$ cat config.mk
export PLATFORM = sky130hd
export DESIGN_NAME = frc_vec_cell
export DESIGN_NICKNAME = d
export VERILOG_FILES = /design/src/rtl/frc_pkg.sv /design/src/rtl/frc_vec_cell.sv
export SDC_FILE = /design/constraint.sdc
export NUM_CORES = 1
export LEC_CHECK = 0
export ABC_AREA = 1
export BUFFER_PORTS_ARGS = -buffer_cell sky130_fd_sc_hd__buf_2
export CAP_MARGIN = 25
export CORE_ASPECT_RATIO = 0.8
export CORE_UTILIZATION = 50
export DETAILED_ROUTE_END_ITERATION = 8
export PLACE_DENSITY_LB_ADDON = 0.2
export SETUP_SLACK_MARGIN = 0.05
export SYNTH_ARGS = -nofsm -noshare
export SYNTH_HDL_FRONTEND = slang
export SYNTH_SLANG_ARGS = --single-unit
$ cat constraint.sdc
create_clock -name clk -period 1.35 [get_ports clk]
set_input_delay 0 -clock clk [delete_from_list [all_inputs] [get_ports clk]]
set_output_delay 0 -clock clk [all_outputs]
set_load 0.05 [all_outputs]
$ cat src/rtl/frc_pkg.sv
// Shared types, constants and the arctangent table of the fisheye remap coordinate block
package frc_pkg;

	// field and register widths
	localparam int IN_W  = 12;
	localparam int OUT_W = 12;
	localparam int CFG_W = 13;

	// defaults of the top-level parameters
	localparam int DEF_MAX_DIM         = 4096;
	localparam int DEF_ANGLE_FRAC_BITS = 16;

	// image size after reset
	localparam logic [CFG_W-1:0] DIM_RESET = 13'd620;

	// CORDIC gain in Q30
	localparam int              GAIN_FRAC       = 30;
	localparam logic [29:0]     CORDIC_GAIN_Q30 = 30'd652032874;

	// configuration register indexes; other index values are ignored
	typedef enum logic [1:0] {
		REG_IMAGE_WIDTH  = 2'd0,
		REG_IMAGE_HEIGHT = 2'd1
	} cfg_reg_t;

	// input transaction
	typedef struct packed {
		logic [IN_W-1:0] out_x;
		logic [IN_W-1:0] out_y;
	} item_t;

	// result transaction
	typedef struct packed {
		logic [OUT_W-1:0] src_x;
		logic [OUT_W-1:0] src_y;
		logic             in_range;
	} result_t;

	// atan(2^-i) where one full turn is 2^32
	function automatic logic [31:0] atan_turn32(input int idx);
		logic [31:0] v;
		case (idx)
			0:  v = 32'h20000000;
			1:  v = 32'h12E4051D;
			2:  v = 32'h09FB385B;
			3:  v = 32'h051111D4;
			4:  v = 32'h028B0D43;
			5:  v = 32'h0145D7E1;
			6:  v = 32'h00A2F61E;
			7:  v = 32'h00517C55;
			8:  v = 32'h0028BE53;
			9:  v = 32'h00145F2E;
			10: v = 32'h000A2F98;
			11: v = 32'h000517CC;
			12: v = 32'h00028BE6;
			13: v = 32'h000145F3;
			14: v = 32'h0000A2F9;
			15: v = 32'h0000517C;
			16: v = 32'h000028BE;
			17: v = 32'h0000145F;
			18: v = 32'h00000A2F;
			19: v = 32'h00000517;
			20: v = 32'h0000028B;
			21: v = 32'h00000145;
			22: v = 32'h000000A2;
			23: v = 32'h00000051;
			24: v = 32'h00000028;
			25: v = 32'h00000014;
			26: v = 32'h0000000A;
			27: v = 32'h00000005;
			28: v = 32'h00000002;
			29: v = 32'h00000001;
			default: v = 32'h00000000;
		endcase
		return v;
	endfunction

endpackage

$ cat src/rtl/frc_vec_cell.sv
// One CORDIC vectoring micro-rotation, driving y towards zero
module frc_vec_cell #(
	parameter int VW  = 20,
	parameter int ZW  = 19,
	parameter int AFB = 16,
	parameter int I   = 0,
	parameter int SW  = 1
) (
	input  logic                 clk,
	input  logic signed [VW-1:0] x_in,
	input  logic signed [VW-1:0] y_in,
	input  logic signed [ZW-1:0] z_in,
	input  logic [SW-1:0]        side_in,
	output logic signed [VW-1:0] x_s1,
	output logic signed [VW-1:0] y_s1,
	output logic signed [ZW-1:0] z_s1,
	output logic [SW-1:0]        side_s1
);
	import frc_pkg::*;

	localparam logic signed [ZW-1:0] STEP = ZW'(atan_turn32(I) >> (31 - AFB));

	logic signed [VW-1:0] dx;
	logic signed [VW-1:0] dy;

	assign dx = y_in >>> I;
	assign dy = x_in >>> I;

	// accumulate the angle while rotating the vector onto the x axis
	always_ff @(posedge clk) begin
		if (y_in > 0) begin
			x_s1 <= x_in + dx;
			y_s1 <= y_in - dy;
			z_s1 <= z_in + STEP;
		end else begin
			x_s1 <= x_in - dx;
			y_s1 <= y_in + dy;
			z_s1 <= z_in - STEP;
		end
		side_s1 <= side_in;
	end

endmodule

Word level (Yosys, flattened, before mapping)
Index checks and enable logic that the tools add are counted.
{"block": "word_totals", "register_bits": 60, "latchBits": 0, "mem_bits_rw": 0, "rom_bits": 0, "in_bits": 61, "output_inout_bits": 60, "word_cells": 13, "memories": 0}
{"block": "classes", "addsub": 5, "n_mul": 0, "div_mod_pow": 0, "n_lt_le_gt_ge": 1, "n_eq_ne": 0, "shift": 0, "mux": 3, "n_bitwise": 0, "reduce_logical": 0}
{"cell": "$mux 20", "n": 2}
{"cell": "$sub 20x20->20", "n": 2}
{"cell": "$add 20x20->20", "n": 1}
{"cell": "$gt 20x1->1 const B", "n": 1}
{"cell": "$add 19x16->19 const B", "n": 1}
{"cell": "$mux 19", "n": 1}
{"cell": "$sub 19x16->19 const B", "n": 1}

Longest topological paths before layout
Gate-level depths: netlist of run 1.
{"block": "logic_depth", "ltp_word": 2, "depth_mapped": 16, "ltp_nobuf": 15}

Worst setup path after synthesis of run 1
No wires, ideal clock.
{"block": "synth_timing", "path_kind": "input to register", "from": "input port y_in[1]", "to": "register z_s1[18]", "setup_ns": 0.121, "arrival_time_ns": 1.357, "t_required_ns": 1.229, "slack_ns": -0.128, "stages": 11, "n_path_buf": 1, "cell_sequence": "inv_1 > nand4_1 > nor2_1 > nand3_1 > nand2_2 > buf_4 > ha_1 > a21oi_1 > nand2_1 > xnor2_1 > xnor2_1"}
{"block": "synth_between", "elab_chain_len": 2}
{"item": "start, declared", "line_no": "frc_vec_cell.sv:11", "rtl": "input logic signed [VW-1:0] y_in,"}
{"item": "$gt 20x1->1", "line_no": "frc_vec_cell.sv:31", "rtl": "if (y_in > 0) begin"}
{"item": "$mux 19", "line_no": "frc_vec_cell.sv:31"}
{"item": "end signal, assigned", "line_no": "frc_vec_cell.sv:34", "rtl": "z_s1 <= z_in + STEP;"}
{"item": "end signal, assigned", "line_no": "frc_vec_cell.sv:38", "rtl": "z_s1 <= z_in - STEP;"}
{"item": "end, declared", "line_no": "frc_vec_cell.sv:16", "rtl": "output logic signed [ZW-1:0] z_s1,"}
No other way between the ends.

Final worst setup path of run 1
{"block": "layout_timing", "from": "input port x_in[10]", "to": "register y_s1[18]"}
{"block": "layout_between", "elab_chain_len": 2, "word_cells_on_any_way": 3, "classes_between": "2 x add/sub; 1 x mux"}
{"item": "start, declared", "line_no": "frc_vec_cell.sv:10", "rtl": "input logic signed [VW-1:0] x_in,"}
{"item": "$add 20x20->20 / $sub 20x20->20 (equally long branches)", "line_no": "frc_vec_cell.sv:37, frc_vec_cell.sv:33"}
{"item": "$mux 20 (*)", "line_no": "frc_vec_cell.sv:31"}
{"item": "end signal, assigned", "line_no": "frc_vec_cell.sv:33", "rtl": "y_s1 <= y_in - dy;"}
{"item": "end signal, assigned", "line_no": "frc_vec_cell.sv:37", "rtl": "y_s1 <= y_in + dy;"}
{"item": "end, declared", "line_no": "frc_vec_cell.sv:15", "rtl": "output logic signed [VW-1:0] y_s1,"}
Every way passes the cells marked *; elsewhere a longest branch is shown, timed or not.

==> results.ini, run 1 <==
[logic_synthesis]
synth_edf_count = 0
yosysUniqueCellTypes = 35
yosysTopAreaCell = dfxtp_1
yosysMostFrequentCell = nand2_1
seq_area_frac_synth = 0.219
synth.area.top_cells = dfxtp_1 22%, nand2_1 19%, ha_1 14%
syn_area_per_cell_um2 = 6.40
syn_nets = 968
synth-seq-cells = 59
synth.cell_area_um2 = 5400
async_reset_ff_frac = 0
netlist.area_leader.share = 0.219
post_synth_inst_count = 843
synth_ff_type = dfxtp_1
synth_commonest_cells = 271 x nand2_1, 119 x inv_1, 94 x nand3_1, 60 x ha_1, 59 x dfxtp_1
synth_warnings = 0

[finish]
n_fill_cell = 712
layout-drive-gt1-share = 0.408
antenna_cells = 0
syn_to_final_growth_pct = 54.0
final_util = 0.802
stdcell_count = 1255
nets = 1235

[floorplan]
die_w_um = 118
fp.coreArea_um2 = 10400
row_count = 33
io_pins = 121
dieArea_um2 = 11200
initial_core_util = 0.521
die_h_um = 94.9

[clocking]
cts-htree-levels = 3
cts_buffers = 9
cts_tree = built
clock-root-buffer = clkbuf_16
cts.sinks = 59
cts_buffer_depth = 2
clkTransAtPathRegs_ns = 0.06

[critical_path]
critPathLaunchType = input pin
slowest_delay_ns = 0.25
critPathMaxFanout = 6
cp_common_cell = nand2_1
crit_arrival_ns = 1.57
crit_slowest_cell = ha_4
cp-startpoint = x_in[10]
path_class = in2reg
path_cells = buf_2 > inv_1 > ha_4 > clkbuf_2 > nor2_1 > buf_4 > nand2_1 > nor2_1 > nand2_4 > nand2_1 > nand2_2 > nand3_1 > nand2_1
worstPathRequired_ns = 1.58
critPathCaptureType = flop

[power_and_ir_drop]
p_leak_nw = 4.43
p_per_area_nw_per_um2 = 1030
ir_worst_vdd_mv = 0.717

[route]
avgRoutedWirePerCell_um = 14.4
drt_iter0_drc = 474
postRouteAntennaNets = 0
vias_per_cell = 5.16
vias = 6479
routed_wl_um = 18100
first_pass_iters = 6
drc = 0

[timing]
fin_crit_sh = 0.991
setup_violations = 0
max_slew_margin = 0.751
fmax_mhz = 747
tightest_slew_ns = 0.370
fin_crit_ns = 1.34
hold_viol_final = 0
drv_slew = 0
rsz0062_at_grt = true

[global_route]
grt_usage = 0.305
grt_pass1_vias = 5924
grt_max_degree = 17
grt_overflow = 0
grt_pass1_wl_um = 27000
antenna_found_initial = 0

[placed_design]
io_buffers = 120
dp_hpwl_um = 13200
place_inst = 1213
gp_congestion = 0.922

[min_path]
hp-class = in2reg
min_from = z_in[15]
min_path_cells = 2

[run]
maxCapViolCount = 0

[run_status]
outcome = finished clean

-- sequential cells by signal, summed over array words and instances (netlist names) --
| name | cells |
|---|---|
| side_s1 | 1 |
| x_s1 | 20 |
| y_s1 | 19 |
| z_s1 | 19 |
-- worst paths after layout --
path | to | slack [ns]
setup / recovery | y_s1[18] | 0.01
hold / removal | z_s1[15] | 0.01
-- report_power, final --
part           internal [W]  switching, W  leakage [nW]  total (W)
sequential          0.00200     0.0000587         0.498    0.00206
clock               0.00148      0.000880         0.145    0.00236
combinational       0.00146       0.00269          3.78    0.00415
-- logic make-up after synthesis --
kind of cell	count (synthesis)	synth area share
simple gates	468	0.383
buf+inv	149	0.125
compound gates	82	0.0855
fa+ha+maj	64	0.154
flops	59	0.219
xor+xnor	21	0.0341
-- placed cells by master (no fill, tap or decap), drive strengths merged, types with 2 or more instances in the layout --
cell type	n
nand2	281
buf	261
inv	126
nand3	99
nor2	67
ha	60
dfxtp	59
a21oi	47
o21ai	22
xor2	19
dlygate4sd3	17
clkbuf	12
nand4	11
o21bai	9
fa	4
nor3	4
nand3b	3
o21a	2
clkinvlp	2
clkinv	2
xnor2	2
nor4	2
-- worst max-delay path: cells and delay by family --
family | cells | cell delay [ns]
adder cells (fa/ha/maj) | 1 | 0.25
AND/OR/NAND/NOR | 8 | 0.80
buffers and inverters | 4 | 0.52
-- metal layers --
layer	global-route usage	vias to the layer above	wire length [um]
li1	-	3176	-
met1	0.403	2960	7900
met2	0.499	291	8200
met3	0.0501	52	1410
met4	0.116	0	548
met5	0	-	0
-- layout make-up --
class / instances / area (um^2) / area share
Multi-Input combinational cell: 635 / 4260 / 0.512
Inverter: 125 / 489 / 0.0589
Clock inverter: 6 / 63.8 / 0.00768
Tap cell: 140 / 175 / 0.0211
Clock buffer: 10 / 239 / 0.0288
Timing Repair Buffer: 280 / 1910 / 0.229
Sequential cell: 59 / 1180 / 0.142
-- through the flow --
step	hold slack, ns	setup slack [ns]	setup TNS [ns]	power, W	instance area, um^2
global route	0.0217	-0.0868	-0.516	0.00899	8310
CTS	0.0143	0.0329	0	0.00817	7720
global placement	0.102	-0.496	-14.07	0.00565	7080
floorplan	0.0277	0.0206	0	0.00456	5490
detailed placement	0.104	-0.478	-13.86	0.00570	7080
finish	0.0117	0.0122	0	0.00857	8310
-- timing repair --
item,in CTS,in global routing
cloned,0,0
pin swaps,14,39
hold buffers,17,0
setup buffers,3,6
gates resized for setup,35,134
endpoints found under the setup margin,34,34
hold endpoints to repair,17,0
(Power assumes the default switching activity.)
==> run 2, diff against run 1 <==
--- a/config.mk
+++ b/config.mk
@@ -11,6 +11,7 @@
 export CORE_ASPECT_RATIO = 0.8
 export CORE_UTILIZATION = 50
 export DETAILED_ROUTE_END_ITERATION = 8
+export HOLD_SLACK_MARGIN = 0.1
 export PLACE_DENSITY_LB_ADDON = 0.2
 export SETUP_SLACK_MARGIN = 0.05
 export SYNTH_ARGS = -nofsm -noshare
==> run 2 against run 1 <==
Effect of this change:
- sequential power is essentially flat
- highest routed layer unchanged
- first-iteration DRC count increased by 20%
- die area unchanged
- critical path type unchanged
==> results.ini, run 2 (same netlist as run 1, synthesis figures left out) <==
[run_status]
outcome = finished clean

[route]
routed_wl_um = 18600  ; +2.8%
avgRoutedWirePerCell_um = 14.8  ; +2.7%
drt_iter0_drc = 568  ; +20%
vias_per_cell = 5.21  ; +0.84%
drc = 0  ; unchanged
vias = 6544  ; +1.0%
first_pass_iters = 5  ; -1
postRouteAntennaNets = 0  ; unchanged

[timing]
rsz0062_at_grt = true
whs_ns = 0.120  ; +0.108 ns
final.setup.tns_ns = 0  ; unchanged
drv_slew = 0  ; unchanged
setup_violations = 0  ; unchanged
fmax_mhz = 741  ; -0.82%
tightest_slew_ns = 0.389  ; +0.0186 ns
fin_crit_sh = 0.999  ; +0.00820
fin_crit_ns = 1.35  ; +0.0111 ns
max_slew_margin = 0.739  ; -0.0115
hold_viol_final = 0  ; unchanged

[clocking]
clock-root-buffer = clkbuf_16
clkTransAtPathRegs_ns = 0.06  ; about the same
cts_buffer_depth = 2  ; unchanged
cts-htree-levels = 3  ; unchanged
cts_tree = built
cts.sinks = 59  ; unchanged
cts_buffers = 9  ; unchanged

[floorplan]
initial_core_util = 0.521  ; unchanged
dieArea_um2 = 11200  ; unchanged
die_h_um = 94.9  ; unchanged
fp.coreArea_um2 = 10400  ; unchanged
die_w_um = 118  ; unchanged
io_pins = 121  ; unchanged
row_count = 33  ; unchanged

[finish]
layout-drive-gt1-share = 0.406  ; -0.00163
layout_commonest_cell = nand2_1
top_regs = x_s1 x20, y_s1 x19, z_s1 x19
largest_reg_flops = 20  ; unchanged
nets = 1237  ; +0.16%
regMostFlops = x_s1
final_cell_mix = 232 x nand2_1, 139 x buf_4, 113 x buf_2, 97 x inv_1, 78 x nand3_1
syn_to_final_growth_pct = 54.5
antenna_cells = 0  ; unchanged

[critical_path]
critPathLaunchType = input pin
path_cells = buf_2 > inv_1 > ha_4 > nor2_2 > nand3_2 > nand3_1 > nand4_1 > nand2_1 > nand2_1 > nand3_1 > nand2_1
slowest_delay_ns = 0.28  ; +0.03 ns
cp_common_cell = nand2_1
path_class = in2reg
crit_slowest_cell = ha_4
worstPathRequired_ns = 1.57  ; about the same
crit_arrival_ns = 1.57  ; about the same
critPathCaptureType = flop
critPathMaxFanout = 4  ; -2

[global_route]
grt_overflow = 0  ; unchanged
grt_usage = 0.304  ; about the same
antenna_found_initial = 0  ; unchanged
grt_pass1_wl_um = 27000  ; unchanged
grt_max_degree = 17  ; unchanged
grt_pass1_vias = 5943  ; +0.32%

[run]
maxCapViolCount = 0  ; unchanged

[placed_design]
dp_hpwl_um = 13200  ; unchanged
gp_congestion = 0.922  ; unchanged
io_buffers = 120  ; unchanged

[power_and_ir_drop]
p_per_area_nw_per_um2 = 1030  ; +0.15%
ir_worst_vdd_mv = 0.716  ; about the same
p_leak_nw = 4.42  ; about the same

[min_path]
hp-class = in2reg

[run 2: worst max-delay path, delay by kind of cell]
family	cells	cell delay, ns
buf+inv	2	0.31
fa+ha+maj	1	0.28
simple gates	8	0.98
[run 2: final timing paths]
check / start / end / slack [ns] / cells after the start
setup / recovery: x_in[1] / y_s1[13] / 0.001 / 11
hold / removal: y_in[19] / y_s1[19] / 0.12 / 5
[run 2: layout make-up]
cell class | count | area (um^2)
multi-input combinational | 635 | 4260
fill | 697 | 2020
timing repair buffer | 282 | 1930
sequential | 59 | 1180
inverter | 125 | 489
clock buffer | 10 | 239
tap | 140 | 175
clock inverter | 6 | 63.8
[run 2: power by group]
| part | internal, W | switching (W) |
|---|---|---|
| Combinational | 0.00147 | 0.00272 |
| Sequential | 0.00200 | 0.0000584 |
| Clock | 0.00148 | 0.000890 |
| Total | 0.00495 | 0.00367 |
[run 2: metal layers]
metal | up-vias | track usage | wire length [um]
met4 | 0 | 0.116 | 603
met5 | - | 0 | 0
met2 | 355 | 0.500 | 8450
met1 | 2959 | 0.402 | 7860
met3 | 55 | 0.0495 | 1650
li1 | 3175 | - | -
[run 2: timing repair]
action | 4_1_cts | 5_1_grt
setup endpoints to repair | 34 | 34
resized for setup | 35 | 137
hold buffers | 21 | 0
endpoints found under the hold margin | 23 | 0
pin swaps | 14 | 33
setup buffers | 3 | 4
[run 2: through the flow]
stage          instance area [um^2]  power (W)  setup slack (ns)  cells   util
2_1_floorplan                  5490    0.00456            0.0206    843      -
3_3_place_gp                   7080    0.00565            -0.496   1213  0.683
3_5_place_dp                   7080    0.00570            -0.478   1213  0.683
4_1_cts                        7760    0.00818            0.0329   1253  0.749
5_1_grt                        8340    0.00901           -0.0693   1257  0.805
6_report                       8340    0.00861           0.00108   1257  0.805
