$ cat src/rtl/frc_pkg.sv
// Shared types, constants and the arctangent table of the fisheye remap coordinate block
package frc_pkg;

	// field and register widths
	localparam int IN_W  = 12;
	localparam int OUT_W = 12;
	localparam int CFG_W = 13;

	// defaults of the top-level parameters
	localparam int DEF_MAX_DIM         = 4096;
	localparam int DEF_ANGLE_FRAC_BITS = 16;

	// image size after reset
	localparam logic [CFG_W-1:0] DIM_RESET = 13'd620;

	// CORDIC gain in Q30
	localparam int              GAIN_FRAC       = 30;
	localparam logic [29:0]     CORDIC_GAIN_Q30 = 30'd652032874;

	// configuration register indexes; other index values are ignored
	typedef enum logic [1:0] {
		REG_IMAGE_WIDTH  = 2'd0,
		REG_IMAGE_HEIGHT = 2'd1
	} cfg_reg_t;

	// input transaction
	typedef struct packed {
		logic [IN_W-1:0] out_x;
		logic [IN_W-1:0] out_y;
	} item_t;

	// result transaction
	typedef struct packed {
		logic [OUT_W-1:0] src_x;
		logic [OUT_W-1:0] src_y;
		logic             in_range;
	} result_t;

	// atan(2^-i) where one full turn is 2^32
	function automatic logic [31:0] atan_turn32(input int idx);
		logic [31:0] v;
		case (idx)
			0:  v = 32'h20000000;
			1:  v = 32'h12E4051D;
			2:  v = 32'h09FB385B;
			3:  v = 32'h051111D4;
			4:  v = 32'h028B0D43;
			5:  v = 32'h0145D7E1;
			6:  v = 32'h00A2F61E;
			7:  v = 32'h00517C55;
			8:  v = 32'h0028BE53;
			9:  v = 32'h00145F2E;
			10: v = 32'h000A2F98;
			11: v = 32'h000517CC;
			12: v = 32'h00028BE6;
			13: v = 32'h000145F3;
			14: v = 32'h0000A2F9;
			15: v = 32'h0000517C;
			16: v = 32'h000028BE;
			17: v = 32'h0000145F;
			18: v = 32'h00000A2F;
			19: v = 32'h00000517;
			20: v = 32'h0000028B;
			21: v = 32'h00000145;
			22: v = 32'h000000A2;
			23: v = 32'h00000051;
			24: v = 32'h00000028;
			25: v = 32'h00000014;
			26: v = 32'h0000000A;
			27: v = 32'h00000005;
			28: v = 32'h00000002;
			29: v = 32'h00000001;
			default: v = 32'h00000000;
		endcase
		return v;
	endfunction

endpackage

$ cat src/rtl/frc_rot_cell.sv
// One CORDIC rotation micro-rotation, steered by the sign of the residual angle
module frc_rot_cell #(
	parameter int XW  = 19,
	parameter int ZW  = 19,
	parameter int AFB = 16,
	parameter int I   = 0,
	parameter int SW  = 1
) (
	input  logic                 clk,
	input  logic signed [XW-1:0] x_in,
	input  logic signed [XW-1:0] y_in,
	input  logic signed [ZW-1:0] z_in,
	input  logic [SW-1:0]        side_in,
	output logic signed [XW-1:0] x_s1,
	output logic signed [XW-1:0] y_s1,
	output logic signed [ZW-1:0] z_s1,
	output logic [SW-1:0]        side_s1
);
	import frc_pkg::*;

	localparam logic signed [ZW-1:0] STEP = ZW'(atan_turn32(I) >> (31 - AFB));

	logic signed [XW-1:0] dx;
	logic signed [XW-1:0] dy;

	assign dx = y_in >>> I;
	assign dy = x_in >>> I;

	// rotate towards zero residual angle
	always_ff @(posedge clk) begin
		if (!z_in[ZW-1]) begin
			x_s1 <= x_in - dx;
			y_s1 <= y_in + dy;
			z_s1 <= z_in - STEP;
		end else begin
			x_s1 <= x_in + dx;
			y_s1 <= y_in - dy;
			z_s1 <= z_in + STEP;
		end
		side_s1 <= side_in;
	end

endmodule

$ cat config.mk
export PLATFORM = sky130hd
export DESIGN_NAME = frc_rot_cell
export DESIGN_NICKNAME = d
export VERILOG_FILES = /design/src/rtl/frc_pkg.sv /design/src/rtl/frc_rot_cell.sv
export SDC_FILE = /design/constraint.sdc
export NUM_CORES = 1
export LEC_CHECK = 0
export BUFFER_PORTS_ARGS = -buffer_cell sky130_fd_sc_hd__buf_4
export CORE_AREA = 2 2 87 122
export CTS_BUF_LIST = sky130_fd_sc_hd__clkbuf_16
export CTS_CLUSTER_SIZE = 40
export DETAILED_ROUTE_END_ITERATION = 6
export DIE_AREA = 0 0 89 124
export PLACE_DENSITY = 0.68
export SYNTH_ARGS = -nofsm -noshare
export SYNTH_HDL_FRONTEND = slang
export SYNTH_SLANG_ARGS = --single-unit
$ cat constraint.sdc
create_clock -name clk -period 5.48 [get_ports clk]
set_input_delay 0.822 -clock clk [delete_from_list [all_inputs] [get_ports clk]]
set_output_delay 0.822 -clock clk [all_outputs]
set_load 0.005 [all_outputs]
After elaboration in Yosys (flattened, before gate mapping)

Cells that the tools add are included.

Logic and storage cells: 12
Bits of input ports: 59
Flip-flop bits (word level): 58

Muxes and demuxes: 3
Add/sub/neg operators: 5

Operator list:

| kind                                                                  | number |
|---|---|
| 19-bit two-way mux                                                    | 3 |
| 19-bit subtractor                                                     | 2 |
| 19-bit by 16-bit adder with 19-bit output, second input constant      | 1 |
| 19-bit adder                                                          | 1 |
| 19-bit by 16-bit subtractor with 19-bit output, second input constant | 1 |

Longest topological paths before layout

Gate-level depths: netlist of the first run.

Depth in word-level cells: 2
Mapped depth: 10
Depth with buffers taken out: 10

Least setup slack after synthesis of the first run

OpenSTA, ideal clock, no wires.

Kind: input to register
Start point: input x_in[0]
End point: register x_s1[18]
Arrival time: 2.539 ns
Data required time: 5.353 ns
Cell stages on the path: 10
Setup slack: 2.814 ns
Path through: ha_1 inv_1 fa_1 o21bai_1 a21oi_1 o21a_1 o31ai_4 a2111oi_2 o31a_1 xor2_1

Cells in the longest elaborated chain, start to end: 2
Elaborated cells on any way between the ends: 3
Classes of those cells: add/sub: 2; mux: 1

RTL lines:

| item                                              | line                                   | RTL |
|---|---|---|
| start, declared                                   | frc_rot_cell.sv:10                     | `input logic signed [XW-1:0] x_in,` |
| 19-bit subtractor or 19-bit adder (tied branches) | frc_rot_cell.sv:32, frc_rot_cell.sv:36 |  |
| 19-bit two-way mux (*)                            | frc_rot_cell.sv:31                     | `if (!z_in[ZW-1]) begin` |
| end signal, assigned                              | frc_rot_cell.sv:32                     | `x_s1 <= x_in - dx;` |
| end signal, assigned                              | frc_rot_cell.sv:36                     | `x_s1 <= x_in + dx;` |
| end, declared                                     | frc_rot_cell.sv:14                     | `output logic signed [XW-1:0] x_s1,` |

Every way passes the cells marked *; elsewhere a longest branch is shown, timed or not.

Final worst setup path of the first run

Start point: input x_in[11]
End point: register x_s1[18]

Same word-level chain as after synthesis.

==> results of run 1 <==
metrics by stage:
stage / setup slack [ns] / total power, W / utilization
after global routing: 2.52 / 0.00174 / 0.566
after global placement: 2.31 / 0.00105 / 0.534
after CTS: 2.65 / 0.00166 / 0.566
after floorplan: 2.81 / 0.000815 / -
after detailed placement: 2.31 / 0.00105 / 0.534
final: 2.65 / 0.00165 / 0.566
logic make-up (layout without fill, tap and decap cells):
group	after synthesis	after routing
mux	9	9
xor+xnor	36	36
fa+ha+maj	66	66
simple gates	111	111
buf+inv	82	191
compound gates	149	149
flops	57	57
cell type report:
type / instances / area [sq um] / share of cell area
sequential: 57 / 1140 / 0.204
inverter: 58 / 218 / 0.0389
clock buffer: 9 / 225 / 0.0402
clock inverter: 7 / 93.8 / 0.0167
multi-input combinational: 371 / 2880 / 0.514
tap: 135 / 169 / 0.0301
timing repair buffer: 117 / 878 / 0.157
worst max path at each step:
stage,cells after the start,from,end
floorplan,10,x_in[0],x_s1[18]
global placement,9,x_in[11],x_s1[18]
detailed placement,9,x_in[11],x_s1[18]
CTS,9,x_in[11],x_s1[18]
global route,9,x_in[11],x_s1[18]
finish,9,x_in[11],x_s1[18]
layer usage:
metal	up-vias	wire, um	track usage
li1	1976	-	-
met1	1875	4880	0.259
met2	125	6990	0.438
met3	28	561	0.0417
met4	0	439	0.106
met5	-	0	0
flip-flops by register name, indices dropped and copies added, names as in the netlist:
name     count
x_s1        18
y_s1        19
side_s1      1
z_s1        19
power by group:
group	internal [W]	leakage (nW)	switching (W)	total (W)
registers	0.000492	0.481	0.0000219	0.000514
logic	0.000254	2.06	0.000274	0.000528
clock network	0.000398	0.153	0.000213	0.000611
total	0.00114	2.69	0.000509	0.00165
critical path, stage by stage:
cell and delay (ns):
buf_4 0.09, inv_1 0.05, ha_1 0.49, nor4_2 0.45
o211ai_1 0.20, o31ai_4 0.39, a2111oi_2 0.15, o31a_1 0.27
xor2_1 0.14
cell usage in the layout, fill, tap and decap left out, types with 3 or more instances in the layout:
master | netlist | final
mux2i_1 | 8 | 8
o21bai_1 | 5 | 5
o21ai_1 | 7 | 7
nor3b_1 | 3 | 3
a221oi_1 | 3 | 3
o211ai_1 | 11 | 11
nand2b_1 | 5 | 5
dfxtp_1 | 57 | 57
xor2_1 | 9 | 9
nor2b_1 | 10 | 10
o21ai_0 | 24 | 24
ha_1 | 62 | 62
inv_1 | 55 | 55
a21oi_1 | 43 | 43
a31oi_1 | 3 | 3
inv_2 | 3 | 3
nand3_1 | 7 | 7
xnor2_1 | 27 | 27
a21o_1 | 15 | 15
or3_1 | 4 | 4
a211oi_1 | 10 | 10
clkbuf_16 | 0 | 9
nand3b_1 | 3 | 3
fa_1 | 4 | 4
buf_4 | 7 | 117
nor2_1 | 26 | 26
nand4_1 | 4 | 4
nor3_1 | 16 | 16
o31ai_1 | 3 | 3
a221oi_2 | 3 | 3
nor4_1 | 3 | 3
nand2_1 | 21 | 21
==> impl_metrics.yaml, run 1 <==
synthesis:
  synthesis.nets: 635
  synth_top_area_cell: "dfxtp_1"
  yosys.area_share.simple: 0.132
  synth_enable_flop_cells: 0
  synth_top_family_by_area: "compound AO/OA/AOI/OAI gates"
  yosysSeqAreaShare: 0.262
  synth_mux_area_frac: 0.0209
  async_reset_ff_frac: 0
  ys_warn_count: 0
  synth_area_sq_um: 4360
  synthTopCellsByCount: "ha_1 (62), dfxtp_1 (57), inv_1 (55)"
  yosysTopAreaCellShare: 0.262
  synth_most_common_cell: "ha_1"
  synth-seq-cells: 57
  synthXorXnorAreaFrac: 0.0723
  netlist_instances: 510
  syn_area_per_cell_sq_um: 8.55
  synthFlopType: "dfxtp_1"
  synth_cell_types: 59
  synthAdderAreaFrac: 0.196
  synth-compound-area-share: 0.238
  yosys-top-cells-area: "dfxtp_1 (26%), ha_1 (18%), xnor2_1 (5.4%)"
final_layout:
  antenna_cells: 0
  fillers: 970
  area_growth_pct: 28.5
  nets: 739
  final_layout_size_suffix_gt1_frac: 0.249
  fin_cells: 754
  final_area_sq_um: 5600
floorplanning:
  die_area_sq_um: 11000
  die_width_um: 89
  ios: 117
  core_area_sq_um: 9900
  die_y_um: 124
  start_util: 0.440
  rows: 43
grt:
  grt_pass1_vias: 3842
  grt_max_degree: 49
  grt_first_pass_wirelength_mm: 19.8
  antenna_found_initial: 0
  grt_usage: 0.238
  grt_overflow: 0
routing:
  vias_per_cell: 5.31
  drt-pass1-iter-count: 5
  drt_wl_total_mm: 12.9
  route.vias.total: 4004
  drcViolationCount: 0
  ant_nets: 0
  wl_per_cell_um: 17.1
  drtIter0Drc: 180
sta:
  hold_violations: 0
  timing.slew.headroom: 0.627
  fin_crit_ns: 2.83
  grt_setup_unrepaired: "no"
  drv_slew: 0
  worst-slew-pin-transition_ns: 0.560
  period_share: 0.517
  setup_tns_ns: 0
  whs_ns: 0.591
  max_clock_freq_mhz: 353
  setup_violations: 0
power_and_ir_drop:
  p_leak_nw: 2.69
  p_per_area_nw_per_um2: 295
  ir_worst_vdd_uv: 154
outcome:
  run_status: "completed"
cts:
  cts_hold_buf: 0
  cts_tree: "yes"
  post_cts_buffers: 0
  numCtsBuffers: 9
  cts_resized: 0
  cts.sink_count: 57
  path_clk_slew_ns: 0.05
  clockBufferDepth: 2
  cts_htree_levels: 3
  root_buffer: "clkbuf_16"
worst_setup_path:
  startpoint_type: "primary input"
  worstSetupPathType: "in -> reg"
  worstPathMaxFanout: 13
  crit_required_ns: 5.69
  arrival_ns: 3.05
  crit_path_end_kind: "register"
place:
  placedInstanceArea_sq_um: 5280
  dp.cells: 738
  numPortBuffers: 116
  hpwl_mm: 10.3
  gp_congestion: 0.885
min_path:
  hold_end: "z_s1[6]"
  hold_path.class: "in -> reg"
  min-delay-start: "z_in[6]"
  whs_path_depth: 1
flow_run:
  cap_violations: 0
Note: power is estimated with default switching activity, not from simulation.
==> run 2: changes to the inputs <==
--- a/config.mk
+++ b/config.mk
@@ -5,12 +5,13 @@
 export SDC_FILE = /design/constraint.sdc
 export NUM_CORES = 1
 export LEC_CHECK = 0
+export ABC_AREA = 1
 export BUFFER_PORTS_ARGS = -buffer_cell sky130_fd_sc_hd__buf_4
-export CORE_AREA = 2 2 87 122
+export CORE_AREA = 2 2 92 129
 export CTS_BUF_LIST = sky130_fd_sc_hd__clkbuf_16
 export CTS_CLUSTER_SIZE = 40
 export DETAILED_ROUTE_END_ITERATION = 6
-export DIE_AREA = 0 0 89 124
+export DIE_AREA = 0 0 94 131
 export PLACE_DENSITY = 0.68
 export SYNTH_ARGS = -nofsm -noshare
 export SYNTH_HDL_FRONTEND = slang
==> constraint.sdc (replaced) <==
create_clock -name clk -period 2.8 [get_ports clk]
set_input_delay 0.42 -clock clk [delete_from_list [all_inputs] [get_ports clk]]
set_output_delay 0.42 -clock clk [all_outputs]
set_load 0.005 [all_outputs]
==> impl_metrics.yaml, run 2 <==
outcome:
  run_status: "completed"
synthesis:
  synth_area_sq_um: 4920
  netlist_instances: 733
  synth_mux_area_frac: 0
  synthesis.nets: 858
  yosys-top-cells-area: "dfxtp_1 (23%), ha_1 (16%), nand2_1 (15%)"
  synthTopCellsByCount: "nand2_1 (196), inv_1 (109), nand3_1 (78)"
  syn_area_per_cell_sq_um: 6.71
  synthXorXnorAreaFrac: 0.0267
  async_reset_ff_frac: 0
  yosys.area_share.simple: 0.324
  synthFlopType: "dfxtp_1"
  yosysSeqAreaShare: 0.232
  synth_top_area_cell: "dfxtp_1"
  synth_top_family_by_area: "simple AND/OR/NAND/NOR gates"
  yosysTopAreaCellShare: 0.232
  synth-seq-cells: 57
  ys_warn_count: 0
  synth_most_common_cell: "nand2_1"
  synth-compound-area-share: 0.121
  synth_enable_flop_cells: 0
  synthAdderAreaFrac: 0.174
  synth_cell_types: 37
floorplanning:
  core_area_sq_um: 11200
  start_util: 0.438
  ios: 117
  die_y_um: 131
  rows: 46
  die_area_sq_um: 12300
  die_width_um: 94
cts:
  cts.sink_count: 57
  cts_hold_buf: 0
  root_buffer: "clkbuf_16"
  numCtsBuffers: 9
  clockBufferDepth: 2
  post_cts_buffers: 0
  path_clk_slew_ns: 0.06
  cts_tree: "yes"
  cts_htree_levels: 3
  cts_resized: 0
sta:
  fin_crit_ns: 2.10
  grt_setup_unrepaired: "no"
  max_clock_freq_mhz: 477
  worst-slew-pin-transition_ns: 0.553
  period_share: 0.748
  setup_violations: 0
  timing.slew.headroom: 0.631
  setup_tns_ns: 0
  hold_violations: 0
  drv_slew: 0
place:
  hpwl_mm: 11.5
  numPortBuffers: 116
  gp_congestion: 0.933
final_layout:
  post-route-util: 0.547
  layout_common_cells: "nand2_1 (196), buf_4 (117), inv_1 (109), nand3_1 (78), ha_1 (62)"
  antenna_cells: 0
  final_common_cell: "nand2_1"
  nets: 963
  area_growth_pct: 25.0
  final_layout_size_suffix_gt1_frac: 0.196
  largestRegisters: "y_s1 x19, z_s1 x19, x_s1 x18"
worst_setup_path:
  path_buf_inv: 2
  crit_path_end_kind: "register"
  cp_slowest_cell: "ha_1"
  startpoint_type: "primary input"
  worstPathMaxFanout: 10
  critPathMostFrequentCell: "nand2_1"
  crit_required_ns: 3.03
  crit_chain: "buf_4 > inv_1 > ha_1 > nand2_4 > nor2_2 > nand4_1 > nand3_1 > nand2_1 > nand2_1 > nand2_1 > nand3_1 > nand2_1"
  slowest_delay_ns: 0.61
  worstSetupPathType: "in -> reg"
  crit_cells: 12
  arrival_ns: 2.32
  critPathTopFamily: "simple AND/OR/NAND/NOR gates"
routing:
  drtIter0Drc: 241
  vias_per_cell: 5.14
  route.vias.total: 5073
  drt-pass1-iter-count: 5
  ant_nets: 0
  drcViolationCount: 0
  wl_per_cell_um: 14.4
  drt_wl_total_mm: 14.2
grt:
  grt_first_pass_wirelength_mm: 23.3
  antenna_found_initial: 0
  grt_max_degree: 38
  grt_overflow: 0
  grt_pass1_vias: 5082
  grt_usage: 0.241
min_path:
  min-delay-start: "z_in[0]"
  hold_path.class: "in -> reg"
  whs_path_depth: 1
  hold_end: "z_s1[0]"
flow_run:
  cap_violations: 0
power_and_ir_drop:
  p_per_area_nw_per_um2: 540
  p_leak_nw: 3.39
  ir_worst_vdd_uv: 245
==> run 2: cell count changes after synthesis, moves of 8 or more <==
cell | before | now
a211oi_1 | 10 | 0
xnor2_1 | 27 | 3
nor2b_1 | 10 | 0
nor3_1 | 16 | 4
inv_1 | 55 | 109
nand2_1 | 21 | 196
mux2i_1 | 8 | 0
a21o_1 | 15 | 7
o211ai_1 | 11 | 0
nand3_1 | 7 | 78
nand2_2 | 0 | 8
buf_6 | 0 | 8
nor2_1 | 26 | 42
==> run 2: metrics by stage <==
step	hold WS, ns	cells	total power, W	setup slack, ns	area [sq um]
final	0.190	987	0.00332	0.705	6140
after global routing	0.172	987	0.00353	0.584	6140
after CTS	0.177	987	0.00336	0.761	6140
after detailed placement	0.526	971	0.00204	0.411	5790
after global placement	0.525	971	0.00202	0.441	5790
after floorplan	0.448	733	0.00163	0.969	4920
==> run 2: cell families after synthesis <==
| kind of cell | count (synthesis) |
|---|---|
| buffers and inverters | 134 |
| AOI/OAI and AO/OA | 106 |
| adders and majority gates | 66 |
| and+or+nand+nor | 355 |
| DFF | 57 |
| xor gates and xnor gates | 15 |
==> run 2: power by group <==
group | switching, W | internal, W | total, W
Clock | 0.000411 | 0.000879 | 0.00129
Sequential | 0.0000359 | 0.000930 | 0.000966
Combinational | 0.000619 | 0.000445 | 0.00106
==> run 2: worst max-delay path by stage <==
stage	from	endpoint	slack [ns]
floorplan	y_in[0]	y_s1[16]	0.97
global placement	x_in[3]	x_s1[13]	0.44
detailed placement	x_in[7]	y_s1[17]	0.41
CTS	x_in[7]	y_s1[17]	0.76
global route	x_in[4]	x_s1[13]	0.58
finish	x_in[7]	y_s1[17]	0.70
==> run 2: layout make-up <==
type / count / area (sq um)
Clock buffer: 9 / 225
Clock inverter: 7 / 128
Fill cell: 1135 / 5080
Inverter: 111 / 417
Multi-Input combinational cell: 542 / 3180
Sequential cell: 57 / 1140
Tap cell: 144 / 180
Timing Repair Buffer: 117 / 878
==> run 2: per-layer routing <==
layer,GRT usage,vias to the layer above,wire [um]
met5,0,-,0
met4,0.126,0,500
met3,0.0384,40,603
met2,0.463,151,7830
met1,0.246,2336,5260
li1,-,2546,-
