===== src/rtl/frc_pkg.sv =====
// Shared types, constants and the arctangent table of the fisheye remap coordinate block
package frc_pkg;

	// field and register widths
	localparam int IN_W  = 12;
	localparam int OUT_W = 12;
	localparam int CFG_W = 13;

	// defaults of the top-level parameters
	localparam int DEF_MAX_DIM         = 4096;
	localparam int DEF_ANGLE_FRAC_BITS = 16;

	// image size after reset
	localparam logic [CFG_W-1:0] DIM_RESET = 13'd620;

	// CORDIC gain in Q30
	localparam int              GAIN_FRAC       = 30;
	localparam logic [29:0]     CORDIC_GAIN_Q30 = 30'd652032874;

	// configuration register indexes; other index values are ignored
	typedef enum logic [1:0] {
		REG_IMAGE_WIDTH  = 2'd0,
		REG_IMAGE_HEIGHT = 2'd1
	} cfg_reg_t;

	// input transaction
	typedef struct packed {
		logic [IN_W-1:0] out_x;
		logic [IN_W-1:0] out_y;
	} item_t;

	// result transaction
	typedef struct packed {
		logic [OUT_W-1:0] src_x;
		logic [OUT_W-1:0] src_y;
		logic             in_range;
	} result_t;

	// atan(2^-i) where one full turn is 2^32
	function automatic logic [31:0] atan_turn32(input int idx);
		logic [31:0] v;
		case (idx)
			0:  v = 32'h20000000;
			1:  v = 32'h12E4051D;
			2:  v = 32'h09FB385B;
			3:  v = 32'h051111D4;
			4:  v = 32'h028B0D43;
			5:  v = 32'h0145D7E1;
			6:  v = 32'h00A2F61E;
			7:  v = 32'h00517C55;
			8:  v = 32'h0028BE53;
			9:  v = 32'h00145F2E;
			10: v = 32'h000A2F98;
			11: v = 32'h000517CC;
			12: v = 32'h00028BE6;
			13: v = 32'h000145F3;
			14: v = 32'h0000A2F9;
			15: v = 32'h0000517C;
			16: v = 32'h000028BE;
			17: v = 32'h0000145F;
			18: v = 32'h00000A2F;
			19: v = 32'h00000517;
			20: v = 32'h0000028B;
			21: v = 32'h00000145;
			22: v = 32'h000000A2;
			23: v = 32'h00000051;
			24: v = 32'h00000028;
			25: v = 32'h00000014;
			26: v = 32'h0000000A;
			27: v = 32'h00000005;
			28: v = 32'h00000002;
			29: v = 32'h00000001;
			default: v = 32'h00000000;
		endcase
		return v;
	endfunction

endpackage


===== src/rtl/frc_div_cell.sv =====
// One restoring division step: brings down a dividend bit and emits one quotient bit
module frc_div_cell #(
	parameter int DW = 13,
	parameter int QB = 17
) (
	input  logic                       clk,
	input  logic [DW-1:0]              divisor,
	input  logic [frc_pkg::IN_W-1:0]   num_in,
	input  logic [DW-1:0]              rem_in,
	input  logic [QB-1:0]              quo_in,
	output logic [frc_pkg::IN_W-1:0]   num_s1,
	output logic [DW-1:0]              rem_s1,
	output logic [QB-1:0]              quo_s1
);
	import frc_pkg::*;

	logic [DW:0] part;
	logic [DW:0] diff;
	logic        take;

	// partial remainder with the next dividend bit appended
	assign part = {rem_in, num_in[IN_W-1]};
	assign diff = part - {1'b0, divisor};
	assign take = (part >= {1'b0, divisor});

	// hand on to the next cell; zeros follow the integer bits
	always_ff @(posedge clk) begin
		num_s1 <= {num_in[IN_W-2:0], 1'b0};
		rem_s1 <= take ? diff[DW-1:0] : part[DW-1:0];
		quo_s1 <= {quo_in[QB-2:0], take};
	end

endmodule


===== config.mk =====
export PLATFORM = sky130hd
export DESIGN_NAME = frc_div_cell
export DESIGN_NICKNAME = d
export VERILOG_FILES = /design/src/rtl/frc_pkg.sv /design/src/rtl/frc_div_cell.sv
export SDC_FILE = /design/constraint.sdc
export NUM_CORES = 1
export LEC_CHECK = 0
export BUFFER_PORTS_ARGS = -buffer_cell sky130_fd_sc_hd__buf_2
export CORE_MARGIN = 3
export CORE_UTILIZATION = 38
export DETAILED_ROUTE_END_ITERATION = 16
export GPL_TIMING_DRIVEN = 0
export PLACE_DENSITY = 0.77
export SYNTH_ARGS = -nofsm -noshare
export SYNTH_HDL_FRONTEND = slang
export SYNTH_SLANG_ARGS = --single-unit

===== constraint.sdc =====
create_clock -name clk -period 4.7 [get_ports clk]
set_clock_uncertainty 0.1 [all_clocks]
set_input_delay 0.94 -clock clk [delete_from_list [all_inputs] [get_ports clk]]
set_output_delay 0.94 -clock clk [all_outputs]
set_load 0.005 [all_outputs]

After elaboration in Yosys (flattened, before gate mapping)
Index checks and enable logic that the tools add are counted.
{"block": "totals", "out_inout_bits": 42, "reg_bits": 41, "word_cells": 6, "in_bits": 56}
{"block": "op_classes", "addsub": 1, "muxes": 1, "n_lt_le_gt_ge": 1}
{"cell": "$ge 14x13->1", "count": 1}
{"cell": "$mux 13", "count": 1}
{"cell": "$sub 13x13->13", "count": 1}

Longest topological paths before layout
Gate-level depths: netlist of run 1.
{"block": "logic_depth", "ltp_word": 2, "depth_mapped": 10, "ltp_nobuf": 9}

Worst setup path after synthesis of run 1
OpenSTA, ideal clock, no wires.
{"block": "synth_timing", "kind": "input-to-reg", "start": "input num_in[11] in the netlist's numbering", "end": "register rem_s1[10]", "n_path_buf": 1, "setup_ns": 0.121, "required_time_ns": 4.479, "path_stages": 10, "setup_slack_ns": 1.693, "t_arrival_ns": 2.785, "path_cell_list": "inv_1 > ha_1 > fa_1 > nand2b_1 > a21oi_2 > o21ai_2 > a211oi_2 > o32a_2 > buf_12 > mux2_4"}
{"block": "synth_via", "elab_chain_cells": 2, "word_cells_on_any_way": 3, "classes_between": "1 x add/sub; 1 x order compare; 1 x mux"}
{"item": "start: declaration", "line": "frc_div_cell.sv:8", "source": "input logic [frc_pkg::IN_W-1:0] num_in,"}
{"item": "$ge 14x13->1", "line": "frc_div_cell.sv:24", "source": "assign take = (part >= {1'b0, divisor});"}
{"item": "net take", "line": "frc_div_cell.sv:19", "source": "logic take;"}
{"item": "$mux 13", "line": "frc_div_cell.sv:29", "source": "rem_s1 <= take ? diff[DW-1:0] : part[DW-1:0];"}
{"item": "end signal: assignment", "line": "frc_div_cell.sv:29"}
{"item": "end: declaration", "line": "frc_div_cell.sv:12", "source": "output logic [DW-1:0] rem_s1,"}
The timed path passes the listed nets, and every way through them passes these cells.

Worst setup path in the final report of run 1
{"block": "layout_timing", "start": "input num_in[11] in the netlist's numbering", "end": "register rem_s1[9]"}
Same word-level chain as after synthesis.

==> results of run 1 <==
per-layer routing:
layer  global-route usage (%)  wire length (um)  vias up
li1                         -                 -      716
met5                        0                 0        -
met4                     4.92                35        0
met1                     15.0              1490      583
met3                     4.85               448        4
met2                     25.1              1830       69
power by group:
part           leakage, nW  switching, W  internal, W
logic                0.821     0.0000856     0.000109
registers            0.346    0.00000779     0.000385
clock network       0.0540      0.000110     0.000154
cell type report:
class	count	share of cell area (%)
flip-flops and latches	41	35.3
multi-input cells	93	33.4
repair buffers	95	20.5
clock buffers	5	2.96
well taps	50	2.69
inverters	15	2.42
clock inverters	2	1.51
plain buffers	2	1.18
registers in the layout (all words and copies together), names as in the netlist:
register and cells:
quo_s1 17, rem_s1 13, num_s1 11
placed cells by master, fill, tap and decap left out, types with 3 or more instances in the layout:
cell,netlist,routed
buf_2,0,95
dfxtp_1,41,41
inv_1,15,15
ha_1,13,13
nor2_1,8,8
a21oi_1,8,8
mux2_4,7,7
xor2_1,5,5
clkbuf_8,0,5
nand2_1,4,4
o21ai_0,4,4
xnor2_1,4,4
nand2b_1,3,3
mux2_2,3,3
logic make-up after synthesis:
kind of cell / Yosys count
AO/OA/AOI/OAI: 26
XOR/XNOR: 9
adder cells (fa/ha/maj): 14
buffers and inverters: 17
flip-flops: 41
multiplexers: 13
other: 1
AND/OR/NAND/NOR: 30
worst min path at each step:
stage,from,to,cells after the start
4_1_cts,num_in[3],num_s1[4],1
3_5_place_dp,quo_in[14],quo_s1[15],1
6_report,num_in[3],num_s1[4],1
2_1_floorplan,num_in[9],num_s1[10],0
5_1_grt,num_in[3],num_s1[4],1
3_3_place_gp,quo_in[3],quo_s1[4],1
per-stage QoR:
step | cell area [um^2] | total power (W) | setup WS, ns | instances
4_1_cts | 2320 | 0.000866 | 1.69 | 303
6_report | 2320 | 0.000852 | 1.72 | 303
3_5_place_dp | 2220 | 0.000597 | 1.39 | 296
2_1_floorplan | 1680 | 0.000520 | 1.69 | 151
3_3_place_gp | 2220 | 0.000593 | 1.41 | 296
5_1_grt | 2320 | 0.000902 | 1.57 | 303
==> flow_metrics.env, run 1 <==
export IMPL_postSynthCellCount=151
export IMPL_tns_ns=0
export IMPL_drc_errors=0
export IMPL_cts_tree="done"
export IMPL_synth_edf_count=0
export IMPL_ys_top_cells_by_area="dfxtp_1 49%, ha_1 9.7%, mux2_4 6.3%, inv_1 3.3%, xor2_1 2.6%"
export IMPL_grtUsageTotal_pct=13.9
export IMPL_synth_flop_cell="dfxtp_1"
export IMPL_fillCellCount=373
export IMPL_synth_top_cell_area_share_pct=48.8
export IMPL_critical_path_class="input port to flip-flop"
export IMPL_drt_iter0_drc=25
export IMPL_ys_seq_area_share_pct=48.8
export IMPL_seqCellArea_um2=821
export IMPL_layout_nets=323
export IMPL_fin_util_pct=56.1
export IMPL_dp_final_hpwl_mm=3.08
export IMPL_synth_top_family_by_area="adder cells"
export IMPL_clk_pin_slew_ns=0.08
export IMPL_coreArea_um2=4140
export IMPL_antenna_found_initial=0
export IMPL_grt_pass1_wl_mm=5.77
export IMPL_fp_dieW_um=72.5
export IMPL_drive_gt1_share_pct=47.4
export IMPL_min_path_type="input port to flip-flop"
export IMPL_path_cells="buf_2, inv_1, ha_1, fa_1, nand2b_1, a21oi_2, o21ai_2, a211oi_2, o32a_2, buf_12, mux2_4"
export IMPL_status="completed"
export IMPL_routed_via_density=4.53
export IMPL_clkSinkCount=41
export IMPL_syn_to_final_growth_pct=38.2
export IMPL_vdd_ir_drop_worst_mv=0.191
export IMPL_multi_input_area_um2=777
export IMPL_async_reset_ff_share_pct=0
export IMPL_crit_family="compound AO/OA/AOI/OAI gates"
export IMPL_finalMaxSlewViolations=0
export IMPL_cts_made_buffers=5
export IMPL_synthMuxAreaShare_pct=10.1
export IMPL_grt_max_degree=13
export IMPL_cp_startpoint="num_in[11]"
export IMPL_min_period_over_period_pct=63.4
export IMPL_synthDistinctLibCells=42
export IMPL_ys_top_cells_by_count="41 x dfxtp_1, 15 x inv_1, 13 x ha_1"
export IMPL_postCtsResizedCells=0
export IMPL_rsz0062_at_grt="false"
export IMPL_cp_num_cells=11
export IMPL_post_cts_setup_buffers=0
export IMPL_syn_area_per_cell_um2=11.1
export IMPL_min_period_ns=2.98
export IMPL_io_buffers=95
export IMPL_grt_overflow_total=0
export IMPL_n_antenna_cell=0
export IMPL_ctsHoldBuffers=0
export IMPL_hold_violations=0
export IMPL_synthXorXnorAreaFrac_pct=4.69
export IMPL_routed_wl_mm=3.80
export IMPL_cp_required_ns=4.77
export IMPL_synth_most_common_cell="dfxtp_1"
export IMPL_die_h_um=72.5
export IMPL_maxCapViolCount=0
export IMPL_io_pins=98
export IMPL_synth_compound_area_share_pct=10.5
export IMPL_ys_warn_count=0
export IMPL_cp_start_kind="input port"
export IMPL_worstPathArrival_ns=3.05
export IMPL_end_kind="flip-flop"
export IMPL_place_congestion=0.719
export IMPL_whs_ns=0.654
export IMPL_grt_pass1_vias=1340
export IMPL_worst_path_max_fanout=10
export IMPL_avgRoutedWirePerCell_um=12.5
export IMPL_power_density_nw_per_um2=367
export IMPL_max_freq_mhz=336
export IMPL_rows=23
export IMPL_crit_end="rem_s1[9]"
export IMPL_cp_buffers_inverters=3
export IMPL_cpPeakStageDelay_ns=0.40
export IMPL_ys_seq_elements=41
export IMPL_setup_viol=0
export IMPL_clock_path_buffers=2
export IMPL_firstDrtPassIters=4
export IMPL_start_util_pct=40.6
export IMPL_syn_area_um2=1680
export IMPL_vias=1372
export IMPL_synth_fa_ha_area_share_pct=10.9
export IMPL_synth_top_area_cell="dfxtp_1"
export IMPL_leakage_nw=1.22
export IMPL_htreeDepth=2
export IMPL_synth_net_count=221
export IMPL_antenna_left=0
export IMPL_die_area_um2=5260
export IMPL_synthSimpleGateAreaFrac_pct=9.82
export IMPL_root_buffer="clkbuf_8"
export IMPL_crit_slowest_cell="fa_1"
Note: power is estimated with default switching activity, not from simulation.
==> run 2: changes to the inputs <==
Settings changed: PLACE_DENSITY 0.77 to 0.8.
Clock period 4.7 ns to 2.6 ns, I/O delays scaled along.
==> run 2 against run 1 <==
  * Worst setup slack got worse by 1.6 ns
  * Critical endpoint is now rem_s1[6]
  * Global-route usage fell by 0.63 points
  * Sequential power rose by 80%
  * Wire length fell by 6.0%
==> flow_metrics.env, run 2 (synthesized netlist as in run 1, its figures left out) <==
export IMPL_path_cells="buf_2, inv_1, ha_1, fa_2, nand2b_1, a21oi_2, o21ai_2, a211oi_2, o32a_4, buf_12, mux2_4"
export IMPL_root_buffer="clkbuf_8"
export IMPL_fp_dieW_um=72.5
export IMPL_antenna_found_initial=0
export IMPL_clkSinkCount=41
export IMPL_n_antenna_cell=0
export IMPL_hold_depth=1
export IMPL_power_density_nw_per_um2=659
export IMPL_syn_to_final_growth_pct=40.6
export IMPL_setup_viol=0
export IMPL_max_freq_mhz=402
export IMPL_grt_max_degree=13
export IMPL_min_period_ns=2.49
export IMPL_min_period_over_period_pct=95.8
export IMPL_clock_path_buffers=2
export IMPL_rsz0062_at_grt="false"
export IMPL_maxCapViolCount=0
export IMPL_fin_util_pct=57.1
export IMPL_grt_pass1_wl_mm=5.53
export IMPL_dp_final_hpwl_mm=2.90
export IMPL_cp_start_kind="input port"
export IMPL_worst_path_max_fanout=10
export IMPL_place_congestion=0.781
export IMPL_vdd_ir_drop_worst_mv=0.233
export IMPL_firstDrtPassIters=4
export IMPL_routed_wl_mm=3.57
export IMPL_largest_reg_flops=17
export IMPL_vias=1392
export IMPL_cts_tree="done"
export IMPL_grt_overflow_total=0
export IMPL_die_area_um2=5260
export IMPL_layout_commonest_cell="buf_2"
export IMPL_cpPeakStageDelay_ns=0.36
export IMPL_largest_register="quo_s1"
export IMPL_grt_pass1_vias=1314
export IMPL_coreArea_um2=4140
export IMPL_worstPathArrival_ns=2.56
export IMPL_leakage_nw=1.24
export IMPL_drc_errors=0
export IMPL_top_regs="quo_s1: 17 flops, rem_s1: 13 flops, num_s1: 11 flops"
export IMPL_dp_slack_ns=-0.290
export IMPL_drive_gt1_share_pct=48.2
export IMPL_end_kind="flip-flop"
export IMPL_layout_nets=325
export IMPL_cp_required_ns=2.67
export IMPL_start_util_pct=40.6
export IMPL_die_h_um=72.5
export IMPL_cts_made_buffers=5
export IMPL_critical_path_class="input port to flip-flop"
export IMPL_io_buffers=95
export IMPL_grtUsageTotal_pct=13.3
export IMPL_hold_violations=0
export IMPL_fin_cells=305
export IMPL_clk_pin_slew_ns=0.07
export IMPL_crit_slowest_cell="fa_2"
export IMPL_finalMaxSlewViolations=0
export IMPL_drt_iter0_drc=35
export IMPL_routed_via_density=4.56
export IMPL_io_pins=98
export IMPL_dpl_cell_count=296
export IMPL_min_path_type="input port to flip-flop"
export IMPL_htreeDepth=2
export IMPL_layout_cells_most_common_list="95 x buf_2, 41 x dfxtp_1, 15 x inv_1, 13 x ha_1"
export IMPL_ctsHoldBuffers=0
export IMPL_layout_setup_ws_ns=0.109
export IMPL_antenna_left=0
export IMPL_fillCellCount=381
export IMPL_avgRoutedWirePerCell_um=11.7
export IMPL_status="completed"
export IMPL_rows=23
-- run 2: cell count changes in the layout (fill, tap and decap cells not counted) --
cell | before | now
o32a_2 | 1 | 0
fa_1 | 1 | 0
o32a_4 | 0 | 1
fa_2 | 0 | 1
buf_4 | 1 | 2
buf_12 | 1 | 2
-- run 2: area by class of cell --
class	count	area, um^2	share of cell area [%]
flip-flops and latches	41	821	34.7
inverters	15	56.3	2.38
multi-input cells	93	791	33.4
plain buffers	2	27.5	1.16
well taps	50	62.6	2.65
clock buffers	5	68.8	2.91
repair buffers	97	503	21.3
clock inverters	2	35.0	1.48
-- run 2: per-layer routing --
metal  up-vias  routed length [um]  global-route usage (%)
li1        720                   -                       -
met1       593                1440                    15.4
met2        72                1600                    22.3
met3         7                 480                    4.99
met4         0                  49                    4.92
met5         -                   0                       0
-- run 2: report_power, final --
group / switching (W) / internal [W]
logic: 0.000155 / 0.000209
registers: 0.0000136 / 0.000696
clock network: 0.000206 / 0.000279
total: 0.000375 / 0.00118
-- run 2: per-stage QoR --
| step | instance area, um^2 | power [W] | TNS, ns | hold slack, ns |
|---|---|---|---|---|
| 6_report | 2360 | 0.00156 | 0 | 0.229 |
| 5_1_grt | 2360 | 0.00165 | 0 | 0.216 |
| 4_1_cts | 2320 | 0.00157 | 0 | 0.220 |
| 3_5_place_dp | 2220 | 0.00108 | -2.84 | 0.524 |
| 3_3_place_gp | 2220 | 0.00107 | -2.60 | 0.522 |
| 2_1_floorplan | 1680 | 0.000941 | 0 | 0.448 |
-- run 2: final timing paths --
kind	start	endpoint
hold / removal	quo_in[6]	quo_s1[7]
setup / recovery	num_in[11]	rem_s1[6]
-- run 2: repair_timing --
action / in CTS / in global routing
setup buffers: 0 / 2
gates resized for setup: 0 / 2
setup endpoints to repair: 0 / 7
-- run 2: critical path, delay by kind of cell --
kind	cells	cell delay, ns
compound gates	4	0.73
fa+ha+maj	2	0.56
buf+inv	3	0.27
mux	1	0.30
simple gates	1	0.18
==> run 3: changes to the inputs <==
Settings changed: CORE_MARGIN 3 to 2, CTS_CLUSTER_SIZE set to 28.
==> run 3 against run 2 <==
  * Final cell count grew 2.0%
  * Critical endpoint is now rem_s1[8]
  * Core utilization is 1.1 points lower
  * Clock-buffer cell count stayed put
  * Combinational power up 4%
  * First-iteration DRC count is 71% lower
  * Sequential share of layout area shrank 0.58 points
  * Largest cell class unchanged
  * Worst setup slack got worse by 0.032 ns
  * Wire length increased by 4.2%
  * Global-route usage up 1.2 points
==> flow_metrics.env, run 3 (synthesized netlist as in run 1, its figures left out) <==
export IMPL_status="completed"
export IMPL_cp_required_ns=2.68
export IMPL_end_kind="flip-flop"
export IMPL_largest_reg_flops=17
export IMPL_cts_tree="done"
export IMPL_drc_errors=0
export IMPL_largest_register="quo_s1"
export IMPL_io_pins=98
export IMPL_comb_power_share_pct=24.2
export IMPL_min_period_over_period_pct=97.0
export IMPL_grt_overflow_total=0
export IMPL_clock_path_buffers=2
export IMPL_fillCellCount=392
export IMPL_min_period_ns=2.52
export IMPL_layout_nets=329
export IMPL_worst_path_max_fanout=10
export IMPL_antenna_left=0
export IMPL_clk_pin_slew_ns=0.08
export IMPL_grt_max_degree=13
export IMPL_io_buffers=95
export IMPL_avgRoutedWirePerCell_um=12.0
export IMPL_routed_via_density=4.61
export IMPL_cts_made_buffers=5
export IMPL_switchingPower_w=0.000375
export IMPL_maxCapViolCount=0
export IMPL_setup_viol=0
export IMPL_die_h_um=70.5
export IMPL_rows=24
export IMPL_htreeDepth=2
export IMPL_tns_ns=0
export IMPL_vdd_ir_drop_worst_mv=0.214
export IMPL_antenna_found_initial=0
export IMPL_worstPathArrival_ns=2.60
export IMPL_routed_wl_mm=3.72
export IMPL_top_regs="quo_s1: 17 flops, rem_s1: 13 flops, num_s1: 11 flops"
export IMPL_min_path_type="input port to flip-flop"
export IMPL_cp_start_kind="input port"
export IMPL_swShare_pct=23.9
export IMPL_firstDrtPassIters=4
export IMPL_syn_to_final_growth_pct=43.0
export IMPL_layout_commonest_cell="buf_2"
export IMPL_vias=1434
export IMPL_finalMaxSlewViolations=0
export IMPL_grtUsageTotal_pct=14.5
export IMPL_max_freq_mhz=396
export IMPL_p_int_w=0.00119
export IMPL_clkPwrFrac_pct=30.5
export IMPL_layout_cells_most_common_list="95 x buf_2, 41 x dfxtp_1, 15 x inv_1, 13 x ha_1"
export IMPL_grt_pass1_wl_mm=5.63
export IMPL_fp_dieW_um=70.5
export IMPL_start_util_pct=39.2
export IMPL_drt_iter0_drc=10
export IMPL_grt_pass1_vias=1335
export IMPL_place_congestion=0.767
export IMPL_n_antenna_cell=0
export IMPL_coreArea_um2=4290
export IMPL_critical_path_class="input port to flip-flop"
export IMPL_leakage_nw=1.26
export IMPL_drive_gt1_share_pct=49.4
export IMPL_finalPower_w=0.00157
export IMPL_hold_violations=0
export IMPL_root_buffer="clkbuf_8"
export IMPL_die_area_um2=4970
export IMPL_clkSinkCount=41
export IMPL_power_frac_seq_pct=45.3
export IMPL_power_density_nw_per_um2=652
export IMPL_dp_final_hpwl_mm=2.99
==> run 3: changes by cell type in the layout (fill, tap and decap cells not counted) <==
cell and change:
buf_4 +4, nand2b_1 -1, nand2b_4 +1
==> run 3: worst paths after layout <==
kind  slack (ns)  depth (start not counted)         to        from
min         0.23                          1  num_s1[7]   num_in[6]
max         0.08                         11  rem_s1[8]  num_in[11]
==> run 3: routing by layer <==
metal | global-route usage [%] | share of wire (%) | wire length, um
met1 | 13.8 | 37 | 1400
met2 | 27.4 | 50 | 1860
met5 | 0 | 0 | 0
met4 | 7.05 | 1.8 | 68
met3 | 5.05 | 11 | 394
==> run 3: layout make-up <==
type,instances,area (um^2),share of cell area (%)
inverters,15,56.3,2.34
clock buffers,5,68.8,2.86
plain buffers,2,27.5,1.14
repair buffers,101,533,22.2
clock inverters,2,35.0,1.46
well taps,52,65.1,2.71
multi-input cells,93,798,33.2
flip-flops and latches,41,821,34.1
==> run 3: metrics by stage <==
step | cell area, um^2 | cells | hold WS (ns) | setup slack, ns | utilization (%)
final | 2400 | 311 | 0.233 | 0.0777 | 56.0
after global routing | 2400 | 311 | 0.222 | -0.00466 | 56.0
after CTS | 2330 | 305 | 0.226 | 0.0321 | 54.2
after detailed placement | 2220 | 298 | 0.524 | -0.266 | 51.7
after global placement | 2220 | 298 | 0.522 | -0.239 | 51.7
after floorplan | 1680 | 151 | 0.448 | 0.0132 | -
==> run 3: critical path: stages <==
cell and delay [ns]:
buf_2 0.07, inv_1 0.04, ha_1 0.21, fa_2 0.36, nand2b_4 0.15, a21oi_2 0.20
o21ai_2 0.11, a211oi_2 0.25, o32a_4 0.23, buf_12 0.14, mux2_4 0.30
==> run 3: what timing repair did <==
item | CTS | global route
setup endpoints to repair | 0 | 7
hold buffers | 0 | 0
resized for setup | 0 | 3
setup buffers | 0 | 6
==> run 3: power groups by stage <==
| stage | clock, W | sequential [W] | combinational (W) |
|---|---|---|---|
| 2_1_floorplan | 0 | 0.000737 | 0.000203 |
| 3_3_place_gp | 0 | 0.000724 | 0.000346 |
| 3_5_place_dp | 0 | 0.000726 | 0.000355 |
| 4_1_cts | 0.000495 | 0.000712 | 0.000357 |
| 5_1_grt | 0.000511 | 0.000718 | 0.000418 |
| 6_report | 0.000478 | 0.000711 | 0.000379 |
